==> src/rtl/core/bsdd_pkg.sv <==
// Shared constants for the biphase symbol synchronizer and differential decoder.
package bsdd_pkg;

	// Configuration port layout.
	localparam int CFG_IDX_W  = 2;
	localparam int CFG_DATA_W = 10;

	// Register indexes on the configuration port.
	localparam logic [CFG_IDX_W-1:0] REG_SAMPLES_PER_SYMBOL  = 2'd0;
	localparam logic [CFG_IDX_W-1:0] REG_ACQUISITION_SYMBOLS = 2'd1;

	// Register widths and reset values.
	localparam int SPS_CFG_W = 6;
	localparam int ACQ_CFG_W = 10;
	localparam logic [SPS_CFG_W-1:0] SPS_RESET = 6'd16;
	localparam logic [ACQ_CFG_W-1:0] ACQ_RESET = 10'd300;

	// Smallest usable oversampling factor.
	localparam logic [SPS_CFG_W-1:0] SPS_MIN = 6'd2;

endpackage

==> src/rtl/core/bsdd_if.sv <==
// Valid/ready channel interfaces for input samples and decoded bits.
interface bsdd_sample_if #(
	parameter int SAMPLE_WIDTH = 16
);
	logic                           valid;
	logic                           ready;
	logic signed [SAMPLE_WIDTH-1:0] sample;

	modport source (output valid, output sample, input ready);
	modport sink (input valid, input sample, output ready);
endinterface

interface bsdd_bit_if;
	logic valid;
	logic ready;
	logic data_bit;

	modport source (output valid, output data_bit, input ready);
	modport sink (input valid, input data_bit, output ready);
endinterface

==> src/rtl/core/biphase_symbol_sync_diff_decoder_top.sv <==
// Biphase symbol synchronizer with timing acquisition and differential decoder.
//
//   channel      dir  payload               beat
//   sample_chan  in   sample (signed)       one oversampled baseband sample
//   bit_chan     out  data_bit              one differentially decoded bit
//   cfg_*        in   cfg_index, cfg_data   one register write, no handshake
//
// For each sample one shared adder walks the window store
// one entry per cycle behind its registered read port. After a smaller factor is written,
// the next sample first takes the subtraction steps that bring the pointers in range.
// At the end of acquisition a lock pass walks the energy store for the strongest phase.
// The input is ready only between samples; a decoded bit waits in an output register, and
// the block stalls only if a second bit is due before it is taken. Reset is asynchronous.
module biphase_symbol_sync_diff_decoder_top #(
	parameter int MAX_SAMPLES_PER_SYMBOL = 32,
	parameter int SAMPLE_WIDTH           = 16
) (
	input  logic                           clk,
	input  logic                           arst_n,
	bsdd_sample_if.sink                    sample_chan,
	bsdd_bit_if.source                     bit_chan,
	input  logic                           cfg_we,
	input  logic [bsdd_pkg::CFG_IDX_W-1:0] cfg_index,
	input  logic [bsdd_pkg::CFG_DATA_W-1:0] cfg_data
);

	localparam int IDX_W    = $clog2(MAX_SAMPLES_PER_SYMBOL);
	localparam int SPS_W    = IDX_W + 1;
	localparam int CMP_W    = SPS_W + bsdd_pkg::SPS_CFG_W;
	localparam int CORR_W   = SAMPLE_WIDTH + SPS_W;
	localparam int ENERGY_W = CORR_W + bsdd_pkg::ACQ_CFG_W + SPS_W;
	localparam int CNT_W    = bsdd_pkg::ACQ_CFG_W + SPS_W;

	typedef enum logic [2:0] {
		ST_IDLE,
		ST_REDUCE,
		ST_CORR,
		ST_POST,
		ST_ARGMAX
	} state_t;

	state_t state_q;

	// Configuration registers.
	logic [bsdd_pkg::SPS_CFG_W-1:0] sps_cfg_q;
	logic [bsdd_pkg::ACQ_CFG_W-1:0] acq_cfg_q;

	always_ff @(posedge clk or negedge arst_n) begin
		if (!arst_n) begin
			sps_cfg_q <= bsdd_pkg::SPS_RESET;
			acq_cfg_q <= bsdd_pkg::ACQ_RESET;
		end else if (cfg_we) begin
			if (cfg_index == bsdd_pkg::REG_SAMPLES_PER_SYMBOL) begin
				sps_cfg_q <= cfg_data[bsdd_pkg::SPS_CFG_W-1:0];
			end
			if (cfg_index == bsdd_pkg::REG_ACQUISITION_SYMBOLS) begin
				acq_cfg_q <= cfg_data[bsdd_pkg::ACQ_CFG_W-1:0];
			end
		end
	end

	// Oversampling factor clamped to the supported range.
	logic [SPS_W-1:0] sps_eff;

	always_comb begin
		priority if (sps_cfg_q < bsdd_pkg::SPS_MIN) begin
			sps_eff = SPS_W'(bsdd_pkg::SPS_MIN);
		end else if (CMP_W'(sps_cfg_q) > CMP_W'(MAX_SAMPLES_PER_SYMBOL)) begin
			sps_eff = SPS_W'(MAX_SAMPLES_PER_SYMBOL);
		end else begin
			sps_eff = SPS_W'(sps_cfg_q);
		end
	end

	// Sequencer registers.
	logic signed [SAMPLE_WIDTH-1:0] sample_q;
	logic [SPS_W-1:0]               sps_q;
	logic [SPS_W-1:0]               half_q;
	logic [IDX_W-1:0]               wi_q;
	logic [IDX_W-1:0]               ph_q;
	logic [IDX_W-1:0]               phase_cur_q;
	logic [IDX_W-1:0]               rd_ptr_q;
	logic [IDX_W-1:0]               k_q;
	logic                           issue_q;
	logic                           en_s1;
	logic                           neg_s1;
	logic                           last_s1;
	logic [IDX_W-1:0]               idx_s1;
	logic signed [CORR_W-1:0]       corr_q;
	logic [CNT_W-1:0]               acq_cnt_q;
	logic                           locked_q;
	logic [IDX_W-1:0]               chosen_q;
	logic [IDX_W-1:0]               best_q;
	logic [ENERGY_W-1:0]            best_val_q;
	logic                           prev_q;
	logic                           have_prev_q;
	logic                           out_valid_q;
	logic                           out_bit_q;

	// Store ports.
	logic                           win_we;
	logic                           win_re;
	logic signed [SAMPLE_WIDTH-1:0] win_rdata;
	logic                           e_we;
	logic                           e_re;
	logic [IDX_W-1:0]               e_raddr;
	logic [ENERGY_W-1:0]            e_wdata;
	logic [ENERGY_W-1:0]            e_rdata;

	// Index arithmetic: pointer reduction and wrapping increments.
	logic             wi_ge;
	logic             ph_ge;
	logic             reduce_done;
	logic [IDX_W-1:0] wi_inc;
	logic [IDX_W-1:0] ph_inc;
	logic [IDX_W-1:0] rd_inc;
	logic             k_last;

	assign wi_ge       = SPS_W'(wi_q) >= sps_q;
	assign ph_ge       = SPS_W'(ph_q) >= sps_q;
	assign reduce_done = (state_q == ST_REDUCE) && !wi_ge && !ph_ge;
	assign wi_inc      = (SPS_W'(wi_q) + SPS_W'(1) == sps_q) ? '0 : wi_q + IDX_W'(1);
	assign ph_inc      = (SPS_W'(ph_q) + SPS_W'(1) == sps_q) ? '0 : ph_q + IDX_W'(1);
	assign rd_inc      = (SPS_W'(rd_ptr_q) + SPS_W'(1) == sps_q) ? '0 : rd_ptr_q + IDX_W'(1);
	assign k_last      = SPS_W'(k_q) == sps_q - SPS_W'(1);

	// Post-correlation values: magnitude, slice, energy update and lock test.
	logic [CORR_W-1:0]  abs_corr;
	logic               slice;
	logic [CNT_W-1:0]   acq_next;
	logic [CNT_W-1:0]   acq_target;
	logic               phase_hit;
	logic               emit;
	logic               out_free;
	logic               better;

	assign abs_corr   = corr_q[CORR_W-1] ? CORR_W'(-corr_q) : CORR_W'(corr_q);
	assign slice      = !corr_q[CORR_W-1] && (corr_q != '0);
	assign acq_next   = acq_cnt_q + CNT_W'(1);
	assign acq_target = CNT_W'(acq_cfg_q) * CNT_W'(sps_q);
	assign e_wdata    = e_rdata + ENERGY_W'(abs_corr);
	assign phase_hit  = phase_cur_q == chosen_q;
	assign out_free   = !out_valid_q || bit_chan.ready;
	assign emit       = (state_q == ST_POST) && locked_q && phase_hit && have_prev_q && out_free;
	assign better     = e_rdata > best_val_q;

	assign win_we  = reduce_done;
	assign win_re  = (state_q == ST_CORR) && issue_q;
	assign e_we    = (state_q == ST_POST) && !locked_q;
	assign e_re    = reduce_done || ((state_q == ST_ARGMAX) && issue_q);
	assign e_raddr = reduce_done ? ph_q : k_q;

	// Window of recent samples.
	bsdd_store #(
		.DEPTH (MAX_SAMPLES_PER_SYMBOL),
		.WIDTH (SAMPLE_WIDTH)
	) u_window (
		.clk    (clk),
		.arst_n (arst_n),
		.we     (win_we),
		.waddr  (wi_q),
		.wdata  (sample_q),
		.re     (win_re),
		.raddr  (rd_ptr_q),
		.rdata  (win_rdata)
	);

	// Correlation energy per sample phase.
	bsdd_store #(
		.DEPTH (MAX_SAMPLES_PER_SYMBOL),
		.WIDTH (ENERGY_W)
	) u_energy (
		.clk    (clk),
		.arst_n (arst_n),
		.we     (e_we),
		.waddr  (phase_cur_q),
		.wdata  (e_wdata),
		.re     (e_re),
		.raddr  (e_raddr),
		.rdata  (e_rdata)
	);

	// Sequencer: state, counters, accumulator and output register.
	always_ff @(posedge clk or negedge arst_n) begin
		if (!arst_n) begin
			state_q     <= ST_IDLE;
			sample_q    <= '0;
			sps_q       <= SPS_W'(bsdd_pkg::SPS_RESET);
			half_q      <= '0;
			wi_q        <= '0;
			ph_q        <= '0;
			phase_cur_q <= '0;
			rd_ptr_q    <= '0;
			k_q         <= '0;
			issue_q     <= 1'b0;
			en_s1       <= 1'b0;
			neg_s1      <= 1'b0;
			last_s1     <= 1'b0;
			idx_s1      <= '0;
			corr_q      <= '0;
			acq_cnt_q   <= '0;
			locked_q    <= 1'b0;
			chosen_q    <= '0;
			best_q      <= '0;
			best_val_q  <= '0;
			prev_q      <= 1'b0;
			have_prev_q <= 1'b0;
			out_valid_q <= 1'b0;
			out_bit_q   <= 1'b0;
		end else begin
			// Output register drains independently of the sequencer.
			if (emit) begin
				out_valid_q <= 1'b1;
				out_bit_q   <= slice ^ prev_q;
			end else if (bit_chan.ready) begin
				out_valid_q <= 1'b0;
			end

			unique case (state_q)
				ST_IDLE: begin
					if (sample_chan.valid) begin
						sample_q <= sample_chan.sample;
						sps_q    <= sps_eff;
						half_q   <= sps_eff >> 1;
						state_q  <= ST_REDUCE;
					end
				end

				// Bring the pointers below the current factor, then store the sample.
				ST_REDUCE: begin
					if (wi_ge) begin
						wi_q <= IDX_W'(SPS_W'(wi_q) - sps_q);
					end
					if (ph_ge) begin
						ph_q <= IDX_W'(SPS_W'(ph_q) - sps_q);
					end
					if (reduce_done) begin
						wi_q        <= wi_inc;
						rd_ptr_q    <= wi_inc;
						phase_cur_q <= ph_q;
						ph_q        <= ph_inc;
						k_q         <= '0;
						issue_q     <= 1'b1;
						en_s1       <= 1'b0;
						corr_q      <= '0;
						state_q     <= ST_CORR;
					end
				end

				// Walk the window from oldest to newest; older half adds, newer subtracts.
				ST_CORR: begin
					en_s1 <= issue_q;
					if (issue_q) begin
						neg_s1   <= SPS_W'(k_q) >= half_q;
						last_s1  <= k_last;
						k_q      <= k_q + IDX_W'(1);
						rd_ptr_q <= rd_inc;
						issue_q  <= !k_last;
					end
					if (en_s1) begin
						corr_q <= neg_s1 ? corr_q - CORR_W'(win_rdata)
						                 : corr_q + CORR_W'(win_rdata);
						if (last_s1) begin
							state_q <= ST_POST;
						end
					end
				end

				// Acquire energy, or slice and decode at the locked phase.
				ST_POST: begin
					if (!locked_q) begin
						acq_cnt_q <= acq_next;
						if (acq_next >= acq_target) begin
							k_q        <= '0;
							issue_q    <= 1'b1;
							en_s1      <= 1'b0;
							best_q     <= '0;
							best_val_q <= '0;
							state_q    <= ST_ARGMAX;
						end else begin
							state_q <= ST_IDLE;
						end
					end else if (!phase_hit) begin
						state_q <= ST_IDLE;
					end else if (!have_prev_q || out_free) begin
						prev_q      <= slice;
						have_prev_q <= 1'b1;
						state_q     <= ST_IDLE;
					end
				end

				// Pick the phase with the largest energy; ties keep the lower phase.
				ST_ARGMAX: begin
					en_s1 <= issue_q;
					if (issue_q) begin
						idx_s1  <= k_q;
						last_s1 <= k_last;
						k_q     <= k_q + IDX_W'(1);
						issue_q <= !k_last;
					end
					if (en_s1) begin
						if (better) begin
							best_q     <= idx_s1;
							best_val_q <= e_rdata;
						end
						if (last_s1) begin
							chosen_q <= better ? idx_s1 : best_q;
							locked_q <= 1'b1;
							state_q  <= ST_IDLE;
						end
					end
				end

				default: begin
					state_q <= ST_IDLE;
				end
			endcase
		end
	end

	assign sample_chan.ready = state_q == ST_IDLE;
	assign bit_chan.valid    = out_valid_q;
	assign bit_chan.data_bit = out_bit_q;

	// Timing lock, once taken, is kept until reset.
	a_lock_sticky: assert property (@(posedge clk) disable iff (!arst_n)
		locked_q |=> locked_q)
		else $error("timing lock was dropped");

	// Decoded bits appear only after timing lock.
	a_emit_locked: assert property (@(posedge clk) disable iff (!arst_n)
		emit |-> locked_q && have_prev_q)
		else $error("bit emitted before lock or first slice");

	// Energies stop changing once locked.
	a_energy_frozen: assert property (@(posedge clk) disable iff (!arst_n)
		locked_q |-> !e_we)
		else $error("energy written after lock");

	// The window walk only addresses entries below the oversampling factor.
	a_walk_range: assert property (@(posedge clk) disable iff (!arst_n)
		win_re |-> (SPS_W'(rd_ptr_q) < sps_q) && (SPS_W'(k_q) < sps_q))
		else $error("window walk out of range");

	// A pending bit is never overwritten by a new one.
	a_no_overrun: assert property (@(posedge clk) disable iff (!arst_n)
		(out_valid_q && !bit_chan.ready) |-> !emit)
		else $error("output register overrun");

endmodule

==> src/rtl/core/bsdd_store.sv <==
// Single-port-read store with per-entry valid bits; unwritten entries read as zero.
module bsdd_store #(
	parameter int DEPTH = 32,
	parameter int WIDTH = 16
) (
	input  logic                     clk,
	input  logic                     arst_n,
	input  logic                     we,
	input  logic [$clog2(DEPTH)-1:0] waddr,
	input  logic [WIDTH-1:0]         wdata,
	input  logic                     re,
	input  logic [$clog2(DEPTH)-1:0] raddr,
	output logic [WIDTH-1:0]         rdata
);

	logic [WIDTH-1:0] mem [DEPTH];
	logic [DEPTH-1:0] vld_q;
	logic [WIDTH-1:0] rdata_q;

	// Valid bits are cleared by reset and set on the first write of each entry.
	always_ff @(posedge clk or negedge arst_n) begin
		if (!arst_n) begin
			vld_q <= '0;
		end else if (we) begin
			vld_q[waddr] <= 1'b1;
		end
	end

	// Array write and registered read.
	always_ff @(posedge clk) begin
		if (we) begin
			mem[waddr] <= wdata;
		end
		if (re) begin
			rdata_q <= vld_q[raddr] ? mem[raddr] : '0;
		end
	end

	assign rdata = rdata_q;

endmodule

==> src/flat_wrapper.sv <==
// flat-port wrapper written by rule: the top's interface ports become plain ports
module biphase_symbol_sync_diff_decoder_top_flat 
#(
	parameter int MAX_SAMPLES_PER_SYMBOL = 32,
	parameter int SAMPLE_WIDTH           = 16
)
  (clk, arst_n, cfg_we, cfg_index, cfg_data, sample_chan_valid, sample_chan_sample, sample_chan_ready, bit_chan_valid, bit_chan_data_bit, bit_chan_ready);
  bsdd_sample_if #(.SAMPLE_WIDTH(SAMPLE_WIDTH)) sample_chan_i ();
  bsdd_bit_if bit_chan_i ();
  input  logic clk;
  input  logic arst_n;
  input  logic cfg_we;
  input  logic [bsdd_pkg::CFG_IDX_W-1:0] cfg_index;
  input  logic [bsdd_pkg::CFG_DATA_W-1:0] cfg_data;
  input wire logic [$bits(sample_chan_i.valid)-1:0] sample_chan_valid;
  input wire logic [$bits(sample_chan_i.sample)-1:0] sample_chan_sample;
  output wire logic [$bits(sample_chan_i.ready)-1:0] sample_chan_ready;
  output wire logic [$bits(bit_chan_i.valid)-1:0] bit_chan_valid;
  output wire logic [$bits(bit_chan_i.data_bit)-1:0] bit_chan_data_bit;
  input wire logic [$bits(bit_chan_i.ready)-1:0] bit_chan_ready;
  assign sample_chan_i.valid = sample_chan_valid;
  assign sample_chan_i.sample = sample_chan_sample;
  assign sample_chan_ready = sample_chan_i.ready;
  assign bit_chan_valid = bit_chan_i.valid;
  assign bit_chan_data_bit = bit_chan_i.data_bit;
  assign bit_chan_i.ready = bit_chan_ready;
  biphase_symbol_sync_diff_decoder_top #(.MAX_SAMPLES_PER_SYMBOL(MAX_SAMPLES_PER_SYMBOL), .SAMPLE_WIDTH(SAMPLE_WIDTH)) u_core (.clk(clk), .arst_n(arst_n), .sample_chan(sample_chan_i), .bit_chan(bit_chan_i), .cfg_we(cfg_we), .cfg_index(cfg_index), .cfg_data(cfg_data));
endmodule
==> config.mk <==
export PLATFORM = sky130hd
export DESIGN_NAME = biphase_symbol_sync_diff_decoder_top_flat
export DESIGN_NICKNAME = d
export VERILOG_FILES = /design/src/rtl/core/bsdd_pkg.sv /design/src/rtl/core/bsdd_if.sv /design/src/rtl/core/biphase_symbol_sync_diff_decoder_top.sv /design/src/rtl/core/bsdd_store.sv /design/src/flat_wrapper.sv
export SDC_FILE = /design/constraint.sdc
export NUM_CORES = 2
export LEC_CHECK = 0
export ABC_CLOCK_PERIOD_IN_PS = 18600
export BUFFER_PORTS_ARGS = -buffer_cell sky130_fd_sc_hd__buf_4
export CORE_ASPECT_RATIO = 1.25
export CORE_UTILIZATION = 50
export CTS_CLUSTER_DIAMETER = 30
export DETAILED_ROUTE_END_ITERATION = 8
export PLACE_DENSITY_LB_ADDON = 0.2
export SETUP_SLACK_MARGIN = 0.15
export SYNTH_ARGS = -nofsm -noshare
export SYNTH_HDL_FRONTEND = slang
export SYNTH_SLANG_ARGS = --single-unit
==> constraint.sdc <==
create_clock -name clk -period 18.6 [get_ports clk]
set_clock_uncertainty 0.05 [all_clocks]
set_input_delay 2.79 -clock clk [delete_from_list [all_inputs] [get_ports clk]]
set_output_delay 2.79 -clock clk [all_outputs]
set_load 0.01 [all_outputs]
==> impl_metrics.yaml <==
power_and_ir_drop:
  p_total_mw: 20.5
  power_density_nw_per_um2: 203
  peakVddDrop_uv: 189
  cellLeakagePower_nw: 36.9
layout:
  drive_gt1_share_pct: 17.7
  syn_to_final_growth_pct: 18.1
  layout_commonest_cell: "edfxtp_1"
  nets: 6483
  layout_common_cells: "1782 x edfxtp_1, 1167 x nand2_1, 418 x nand3_1, 368 x clkbuf_16, 221 x dfrtp_1"
  stdcell_area_um2: 101000
  final_util_pct: 59.6
clock_tree:
  cts-root-buf: "clkbuf_16"
  ctsResizeCount: 0
  clk_latency_ns: 0.95
  cts_sinks: 2013
  cts_tree: "built"
  cts_setup_buffers: 0
  clkTransAtPathRegs_ns: 0.05
  clk_path_buf_depth: 4
  htree_num_levels: 5
  hold_buffers: 0
  cts_inserted_buffers: 359
sta:
  fin_tns_setup_ns: 0
  setup_viol: 0
  rsz0062_at_grt: "no"
  max_freq_mhz: 140
  fin_crit_ns: 7.12
  hold_violations: 0
  slew_headroom_pct: 8.76
  worst_pin_slew_ns: 1.36
  fin_hold_ws_ns: 0.413
  drv_slew: 0
  fin_crit_sh_pct: 38.3
synthesis:
  ys_warn_count: 0
  yosysSeqAreaShare_pct: 69.2
  syn_inst: 6081
  synth_edf_count: 1782
  synthArstFlopShare_pct: 11.5
  syn_nets: 6298
  synth_seq_cells: 2013
  synth_top_area_share_pct: 62.4
  synth_largest_area_cell: "edfxtp_1"
  syn_area_um2: 85700
  synth-main-ff-cell: "edfxtp_1"
  synth_area_leaders: "edfxtp_1 62%, dfrtp_1 6.6%, nand2_1 5.1%"
  yosysUniqueCellTypes: 78
  synth_area_per_cell_um2: 14.1
die:
  num_rows: 169
  io_pins: 36
  core_um2: 170000
  die_w_um: 372
  die_h_um: 465
  start_util_pct: 50.4
  die-area_um2: 173000
grt:
  grt_pass1_vias: 53200
  overflow: 0
  grt_usage_pct: 28.3
  grt_max_degree: 197
  grt_pass1_wl_mm: 355
  antenna_found_initial: 6
route:
  first_pass_iters: 6
  vias: 53300
  wirelength_mm: 245
  vias_per_cell: 6.07
  drt_iter0_markers: 5928
  wl_per_cell_um: 27.9
  final_antenna_net_count: 0
  drc: 0
place:
  dpl_cell_area_um2: 89200
  hpwlAfterDp_mm: 124
  gp_congestion: 0.850
  portBuffers: 35
worst_setup_path:
  worstPathRequired_ns: 19.27
  cp-start-kind: "flip-flop"
  cp.arrival_ns: 7.79
  critical_path_class: "reg -> reg"
  endpoint_kind: "flip-flop"
  critPathMaxFanout: 82
job:
  maxCapViolations: 0
status:
  outcome: "finished clean"
hold_path:
  hp-class: "reg -> reg"
## worst paths after layout
path	slack, ns	end	depth (start not counted)	from
setup / recovery	11.48	u_core.u_energy.rdata[9]	15	u_core.sps_q[3]
hold / removal	0.41	u_core.u_energy.vld_q[3]	1	u_core.u_energy.vld_q[3]
setup reg to reg	11.48	u_core.u_energy.rdata[9]	15	u_core.sps_q[3]
hold reg to reg	0.41	u_core.u_energy.vld_q[3]	1	u_core.u_energy.vld_q[3]
max in group asynchronous	14.99	u_core.rd_ptr_q[0]	2	arst_n
min in group asynchronous	1.86	u_core.acq_cnt_q[2]	1	arst_n
## synth_stat cells, drive strengths merged, types with 50 or more instances
| library cell | number |
|---|---|
| edfxtp | 1782 |
| nand2 | 1169 |
| nand3 | 419 |
| dfrtp | 225 |
| clkbuf | 204 |
| mux2i | 188 |
| nor2 | 179 |
| mux4 | 166 |
| a31oi | 154 |
| ha | 147 |
| inv | 144 |
| buf | 123 |
| a21oi | 117 |
| xnor2 | 110 |
| o21ai | 94 |
| nand4 | 86 |
| or2 | 75 |
| and3 | 62 |
| and2 | 52 |
| a211oi | 50 |
## worst max-delay path, cell delays in order, from the launching register on
cell      delay (ns)
dfrtp_1         0.66
clkinv_1        0.47
ha_1            0.47
a21o_1          0.18
a21o_1          0.21
o21ai_4         0.20
nand3_4         0.43
mux2i_4         0.56
buf_4           0.80
buf_4           0.72
buf_4           0.88
mux2i_1         0.17
a221o_1         0.40
o21bai_1        0.17
a22o_1          0.21
a31oi_1         0.17
## power breakdown
group          internal (mW)  total [mW]  switching, mW
clock                   4.23        6.50           2.27
sequential              6.69        7.22          0.530
combinational           2.19        6.80           4.61
## per-layer routing
layer | GRT usage (%) | wire length [um] | vias to the layer above
met3 | 4.31 | 18100 | 571
met1 | 36.2 | 93500 | 27100
met2 | 47.8 | 123000 | 2430
met4 | 12.2 | 10600 | 0
li1 | - | - | 23200
met5 | 0 | 0 | -
## state kept, by name, summed over array words and instances, names as in the netlist, 6 cells and up
register,count
u_core.u_energy.mem,1216
u_core.u_window.mem,512
u_core.best_val_q,38
u_core.u_energy.rdata,38
u_core.u_energy.vld_q,32
u_core.u_window.vld_q,32
u_core.corr_q,22
u_core.acq_cnt_q,16
u_core.sample_q,16
u_core.u_window.rdata,16
u_core.acq_cfg_q,10
u_core.sps_cfg_q,6
u_core.sps_q,6
## logic make-up (layout without fill, tap and decap cells)
kind of cell    after synthesis  after routing  synth area share (%)
compound gates              702            702                  5.73
other cells                   0              2                     0
mux                         381            381                  6.94
xor+xnor                    158            158                  1.61
flops                      2013           2013                  69.2
buf+inv                     472            937                  2.22
simple gates               2171           2171                  11.3
fa+ha+maj                   184            184                  3.01
## area by class of cell
cell class              instances  area [um^2]
fillers                     13000        68700
flip-flops and latches       2013        59300
multi-input cells            3596        25400
clock buffers                 404         9430
well taps                    2223         2780
clock inverters               237         2630
repair buffers                151         1220
inverters                     145          544
diodes                          2         5.00
## per-stage QoR
stage / std cells / worst slack (ns)
after floorplan: 6081 / 12.20
after global placement: 8127 / 11.67
after detailed placement: 8127 / 11.57
after CTS: 8768 / 11.53
after global routing: 8770 / 11.04
final: 8771 / 11.48
Power figures use the tool's default switching activity.
